[config.mk]
export PLATFORM = sky130hd
export DESIGN_NAME = lru_key_value_cache
export DESIGN_NICKNAME = d
export VERILOG_FILES = /design/src/rtl/core/lkv_pkg.sv /design/src/rtl/core/lkv_update.sv /design/src/rtl/core/lru_key_value_cache.sv
export SDC_FILE = /design/constraint.sdc
export NUM_CORES = 2
export LEC_CHECK = 0
export BUFFER_PORTS_ARGS = -buffer_cell sky130_fd_sc_hd__buf_2
export CORE_UTILIZATION = 40
export DETAILED_ROUTE_END_ITERATION = 6
export MAX_ROUTING_LAYER = met4
export PLACE_DENSITY = 0.61
export SYNTH_ARGS = -nofsm -noshare
export SYNTH_HDL_FRONTEND = slang
export SYNTH_SLANG_ARGS = --single-unit
[constraint.sdc]
create_clock -name aclk -period 16.8 [get_ports aclk]
set_input_delay 3.36 -clock aclk [delete_from_list [all_inputs] [get_ports aclk]]
set_output_delay 3.36 -clock aclk [all_outputs]
set_load 0.01 [all_outputs]
[src/rtl/core/lkv_pkg.sv]
// Shared types and constants for the LRU key-value cache.
// No dependencies; imported by lkv_update and lru_key_value_cache.
`default_nettype none

package lkv_pkg;

    localparam int ENTRIES  = 16;
    localparam int IDX_W    = (ENTRIES > 1) ? $clog2(ENTRIES) : 1;
    localparam int RANK_W   = IDX_W;
    localparam int OCC_W    = $clog2(ENTRIES + 1);
    localparam int CAP_W    = 5;
    localparam int KEY_W    = 32;
    localparam int VAL_W    = 32;

    localparam logic [CAP_W-1:0] CAPACITY_RESET = CAP_W'(16);
    localparam logic [VAL_W-1:0] MISS_VALUE     = {VAL_W{1'b1}};

    typedef enum logic {
        CMD_GET = 1'b0,
        CMD_SET = 1'b1
    } cmd_t;

    typedef logic [IDX_W-1:0]  idx_t;
    typedef logic [RANK_W-1:0] rank_t;
    typedef logic [OCC_W-1:0]  occ_t;
    typedef logic [KEY_W-1:0]  key_t;
    typedef logic [VAL_W-1:0]  val_t;

    typedef struct packed {
        logic                      hit;
        idx_t                      hit_idx;
        logic                      key_we;
        logic                      val_we;
        idx_t                      wr_idx;
        occ_t                      occ_next;
        logic [ENTRIES-1:0]        valid_next;
        rank_t [ENTRIES-1:0]       rank_next;
    } lkv_ctrl_t;

endpackage

`default_nettype wire

[src/rtl/core/lkv_update.sv]
// Lookup and next-state logic: parallel key match, LRU victim pick, rank update.
// Depends on lkv_pkg.
`default_nettype none

module lkv_update
    import lkv_pkg::*;
(
    input  wire cmd_t                     cmd,
    input  wire key_t                     key,
    input  wire logic [CAP_W-1:0]         capacity,
    input  wire occ_t                     occ,
    input  wire logic [ENTRIES-1:0]       valid,
    input  wire rank_t [ENTRIES-1:0]      ranks,
    input  wire key_t [ENTRIES-1:0]       keys,
    output lkv_ctrl_t                     ctrl
);

    logic [ENTRIES-1:0] match;
    logic [ENTRIES-1:0] oldest;
    logic [ENTRIES-1:0] evict_mask;
    logic [ENTRIES-1:0] free_mask;
    logic [ENTRIES-1:0] remain;
    logic               hit;
    idx_t               hit_idx;
    idx_t               evict_idx;
    idx_t               free_idx;
    rank_t              hit_rank;
    rank_t              last_rank;
    logic [31:0]        eff_cap;
    logic               full;

    always_comb begin
        if (capacity == '0) begin
            eff_cap = 32'd1;
        end else if (32'(capacity) > 32'(ENTRIES)) begin
            eff_cap = 32'(ENTRIES);
        end else begin
            eff_cap = 32'(capacity);
        end
    end

    assign full      = 32'(occ) >= eff_cap;
    assign last_rank = RANK_W'(occ - OCC_W'(1));

    always_comb begin
        hit     = 1'b0;
        hit_idx = '0;
        for (int i = 0; i < ENTRIES; i++) begin
            match[i]  = valid[i] && (keys[i] == key);
            oldest[i] = valid[i] && (ranks[i] == last_rank);
            if (match[i]) begin
                hit     = 1'b1;
                hit_idx = IDX_W'(i);
            end
        end
    end

    assign hit_rank = ranks[hit_idx];

    always_comb begin
        evict_idx = '0;
        for (int i = ENTRIES - 1; i >= 0; i--) begin
            if (oldest[i]) begin
                evict_idx = IDX_W'(i);
            end
        end
    end

    always_comb begin
        evict_mask = '0;
        if (full && (oldest != '0)) begin
            evict_mask[evict_idx] = 1'b1;
        end
    end

    assign remain    = valid & ~evict_mask;
    assign free_mask = ~remain;

    always_comb begin
        free_idx = '0;
        for (int i = ENTRIES - 1; i >= 0; i--) begin
            if (free_mask[i]) begin
                free_idx = IDX_W'(i);
            end
        end
    end

    always_comb begin
        ctrl            = '0;
        ctrl.hit        = hit;
        ctrl.hit_idx    = hit_idx;
        ctrl.occ_next   = occ;
        ctrl.valid_next = valid;
        ctrl.rank_next  = ranks;
        ctrl.wr_idx     = hit_idx;
        if (hit) begin
            for (int i = 0; i < ENTRIES; i++) begin
                if (IDX_W'(i) == hit_idx) begin
                    ctrl.rank_next[i] = '0;
                end else if (valid[i] && (ranks[i] < hit_rank)) begin
                    ctrl.rank_next[i] = ranks[i] + RANK_W'(1);
                end
            end
            ctrl.val_we = (cmd == CMD_SET);
        end else if (cmd == CMD_SET) begin
            for (int i = 0; i < ENTRIES; i++) begin
                if (remain[i]) begin
                    ctrl.rank_next[i] = ranks[i] + RANK_W'(1);
                end else begin
                    ctrl.rank_next[i] = '0;
                end
            end
            ctrl.valid_next           = remain;
            ctrl.valid_next[free_idx] = 1'b1;
            ctrl.rank_next[free_idx]  = '0;
            ctrl.wr_idx               = free_idx;
            ctrl.key_we               = 1'b1;
            ctrl.val_we               = 1'b1;
            ctrl.occ_next             = (evict_mask != '0) ? occ : occ + OCC_W'(1);
        end
    end

endmodule

`default_nettype wire

[src/rtl/core/lru_key_value_cache.sv]
// Top level of the fully associative LRU key-value cache.
// Depends on lkv_pkg and lkv_update.
`default_nettype none

// One get or set per beat, one result beat per input beat. Each beat is
// decoded in the cycle it is accepted: all 16 stored keys are compared in
// parallel and the keys, values, valid bits, recency ranks and occupancy
// are updated at that edge, so the next beat sees the new state without
// any wait. The result is registered at acceptance in an output register
// on the master side; the slave side keeps taking beats as long as that
// register is empty or being drained, giving one beat per cycle. A get
// miss and every set return -1; found reports whether the key was present.
// The capacity register (1..16, zero acts as 1, above 16 acts as 16) must be
// written on the cfg channel only while idle; the block does not enforce it.
module lru_key_value_cache
    import lkv_pkg::*;
(
    input  wire logic              aclk,
    input  wire logic              aresetn,
    input  wire logic              cfg_valid,
    output logic                   cfg_ready,
    input  wire logic [CAP_W-1:0]  cfg_data,     // capacity
    input  wire logic              s_tvalid,
    output logic                   s_tready,
    input  wire logic [63:0]       s_tdata,      // [31:0] key, [63:32] value
    input  wire logic              s_tuser,      // command
    output logic                   m_tvalid,
    input  wire logic              m_tready,
    output logic [31:0]            m_tdata,      // read_value
    output logic                   m_tuser       // found
);

    logic [CAP_W-1:0]     capacity_reg;
    occ_t                 occ_reg;
    logic [ENTRIES-1:0]   valid_reg;
    rank_t [ENTRIES-1:0]  rank_reg;
    key_t [ENTRIES-1:0]   key_reg;
    val_t [ENTRIES-1:0]   val_reg;
    logic                 out_valid_reg;
    logic                 out_found_reg;
    val_t                 out_value_reg;
    val_t                 out_value_next;
    lkv_ctrl_t            ctrl;
    cmd_t                 cmd;
    logic                 accept;

    assign cmd       = cmd_t'(s_tuser);
    assign cfg_ready = 1'b1;
    assign s_tready  = !out_valid_reg || m_tready;
    assign accept    = s_tvalid && s_tready;

    lkv_update u_update (
        .cmd      (cmd),
        .key      (s_tdata[31:0]),
        .capacity (capacity_reg),
        .occ      (occ_reg),
        .valid    (valid_reg),
        .ranks    (rank_reg),
        .keys     (key_reg),
        .ctrl     (ctrl)
    );

    always_comb begin
        if (ctrl.hit && (cmd == CMD_GET)) begin
            out_value_next = val_reg[ctrl.hit_idx];
        end else begin
            out_value_next = MISS_VALUE;
        end
    end

    always_ff @(posedge aclk) begin
        if (!aresetn) begin
            capacity_reg  <= CAPACITY_RESET;
            occ_reg       <= '0;
            valid_reg     <= '0;
            rank_reg      <= '0;
            out_valid_reg <= 1'b0;
        end else begin
            if (cfg_valid && cfg_ready) begin
                capacity_reg <= cfg_data;
            end
            if (accept) begin
                occ_reg       <= ctrl.occ_next;
                valid_reg     <= ctrl.valid_next;
                rank_reg      <= ctrl.rank_next;
                out_valid_reg <= 1'b1;
            end else if (m_tready) begin
                out_valid_reg <= 1'b0;
            end
        end
    end

    always_ff @(posedge aclk) begin
        if (accept) begin
            out_found_reg <= ctrl.hit;
            out_value_reg <= out_value_next;
            if (ctrl.key_we) begin
                key_reg[ctrl.wr_idx] <= s_tdata[31:0];
            end
            if (ctrl.val_we) begin
                val_reg[ctrl.wr_idx] <= s_tdata[63:32];
            end
        end
    end

    assign m_tvalid = out_valid_reg;
    assign m_tdata  = out_value_reg;
    assign m_tuser  = out_found_reg;

endmodule

`default_nettype wire
==> flow_metrics.env <==
export IMPL_wirelength_microns=150000
export IMPL_tns_ns=0
export IMPL_cts_root_buf="clkbuf_16"
export IMPL_ys_seq_area_frac=0.632
export IMPL_path_max_fanout=69
export IMPL_final_util=0.453
export IMPL_synth_cell_type_count=97
export IMPL_power_density_nw_per_um2=100
export IMPL_rsz0062_at_grt="false"
export IMPL_coreArea_sq_um=132000
export IMPL_path_clk_slew_ns=0.06
export IMPL_cts_htree_levels=3
export IMPL_cts_sinks=1148
export IMPL_timing_final_ws_setup_ns=6.48
export IMPL_critPathLaunchType="input pin"
export IMPL_relSlewSlack=0.204
export IMPL_slowest_delay_ns=0.87
export IMPL_initial_core_util=0.404
export IMPL_grt_pass1_vias=33695
export IMPL_yosysTopAreaCell="edfxtp_1"
export IMPL_hold_violations=0
export IMPL_crit_arrival_ns=10.98
export IMPL_place_ws_ns=5.94
export IMPL_firstDrtPassIters=6
export IMPL_synthTopCellsByArea="edfxtp_1 (60%), xor2_1 (6.1%), nand2_1 (3.8%)"
export IMPL_numPortBuffers=109
export IMPL_outcome="completed"
export IMPL_synth_yosys_warnings=0
export IMPL_fin_crit_sh=0.614
export IMPL_gp_congestion=0.938
export IMPL_async_flop_share=0
export IMPL_io_pins=111
export IMPL_row_count=133
export IMPL_drt_iter0_drc=3705
export IMPL_synth_top_area_share=0.597
export IMPL_hold_path_class="register to register"
export IMPL_die_x_microns=366
export IMPL_syn_inst=4156
export IMPL_synth_seq_cells=1148
export IMPL_synth_avg_cell_area_sq_um=12.8
export IMPL_cts_buffers=118
export IMPL_nets=4424
export IMPL_ctsHoldBuffers=0
export IMPL_criticalPathCategory="input pin to register"
export IMPL_grt_start_max_net_pins=147
export IMPL_grt_pass1_wl_microns=221000
export IMPL_worstMarginPinSlew_ns=1.18
export IMPL_die_h_microns=366
export IMPL_drc_errors=0
export IMPL_skew_ns=0.0716
export IMPL_viasPerCell=5.66
export IMPL_post_drt_wl_per_cell_microns=24.4
export IMPL_cts_resized=0
export IMPL_grt_overflow=0
export IMPL_cp_end_kind="register"
export IMPL_synth_edf_count=1057
export IMPL_post_cts_setup_buffers=0
export IMPL_maxCapViolCount=0
export IMPL_syn_to_final_growth_pct=12.3
export IMPL_dp_hpwl_microns=85500
export IMPL_ctsLongestPathBuffers=3
export IMPL_vdd_ir_drop_max_v=0.0000972
export IMPL_min_period_ns=10.32
export IMPL_syn_num_nets=4302
export IMPL_drive_above_1_share=0.106
export IMPL_synth_flop_cell="edfxtp_1"
export IMPL_setup_violations=0
export IMPL_required_ns=17.45
export IMPL_detail_route_antenna_nets=0
export IMPL_drv_slew=0
export IMPL_syn_area_sq_um=53100
export IMPL_die_area_sq_um=134000
export IMPL_critPathSlowestCell="buf_4"
export IMPL_via_count=34740
export IMPL_antenna_found_initial=2
export IMPL_grt_usage=0.226
export IMPL_cts_tree="built"
export IMPL_power_leakage_uw=0.0205
export IMPL_clkLatencyLatePin_ns=0.77
export IMPL_achievable_frequency_mhz=96.9
[final timing paths]
| check | start | to | slack (ns) | depth (start not counted) |
|---|---|---|---|---|
| min reg2reg | capacity_reg[0] | capacity_reg[0] | 0.50 | 2 |
| min | capacity_reg[0] | capacity_reg[0] | 0.50 | 2 |
| max reg2reg | key_reg[324] | rank_reg[27] | 9.35 | 23 |
| max | s_tdata[4] | rank_reg[27] | 6.48 | 25 |
[layout make-up]
| class | count | area (sq um) |
|---|---|---|
| repair buffers | 213 | 1340 |
| diodes | 3 | 7.51 |
| fillers | 11791 | 72000 |
| inverters | 48 | 180 |
| clock buffers | 154 | 3130 |
| well taps | 1755 | 2200 |
| clock inverters | 67 | 642 |
| flip-flops and latches | 1148 | 33600 |
| multi-input cells | 2749 | 18600 |
[power breakdown]
part | internal [uW] | switching [uW]
Combinational | 80.0 | 200
Sequential | 3130 | 7.61
Clock | 1440 | 1120
Total | 4650 | 1330
[cell usage after synthesis, types with 97 or more instances]
master	number
clkbuf_1	109
a21oi_1	159
nand4_1	137
o21ai_0	109
nor2_1	145
nand3_1	137
xor2_1	368
and3_1	97
xnor2_1	196
edfxtp_1	1057
nand2_1	534
nor4_1	139
[critical path: cells and delay by family]
family          cells  cell delay, ns
compound gates      8            2.34
xor+xnor            1            0.14
fa+ha+maj           1            0.30
buf+inv             4            1.75
simple gates       11            3.01
[metal layers]
metal | vias up | wire length (microns) | share of wire | global-route usage
met1 | 17310 | 65700 | 0.44 | 0.304
met5 | - | 0 | 0 | -
met3 | 250 | 10000 | 0.067 | 0.0305
met2 | 1392 | 70100 | 0.47 | 0.355
met4 | 0 | 4200 | 0.028 | 0.0700
li1 | 15788 | - | - | -
[cell usage in the layout (no fill, tap or decap), types with 117 or more instances in the layout]
cell type  synthesis  routed
a21oi_1          159     159
clkbuf_16          0     120
edfxtp_1        1057    1057
nand2_1          534     533
nand3_1          137     137
nand4_1          137     137
nor2_1           145     117
nor4_1           139     137
xnor2_1          196     196
xor2_1           368     368
[kinds of logic after synthesis]
group	synth area share
and+or+nand+nor	0.138
DFF	0.632
xor gates and xnor gates	0.104
AOI/OAI and AO/OA	0.0686
buffers and inverters	0.0229
muxes	0.0174
adders and majority gates	0.0167
other	0.0000706
[through the flow]
step | total power, uW | area [sq um] | cells | hold WS [ns]
2_1_floorplan | 3360 | 53100 | 4156 | 0.461
3_3_place_gp | 3470 | 55900 | 5913 | 0.482
3_5_place_dp | 3480 | 55900 | 5913 | 0.491
4_1_cts | 6020 | 59600 | 6134 | 0.507
5_1_grt | 6150 | 59600 | 6135 | 0.563
6_report | 5980 | 59600 | 6137 | 0.496
Note: power is estimated with default switching activity, not from simulation.
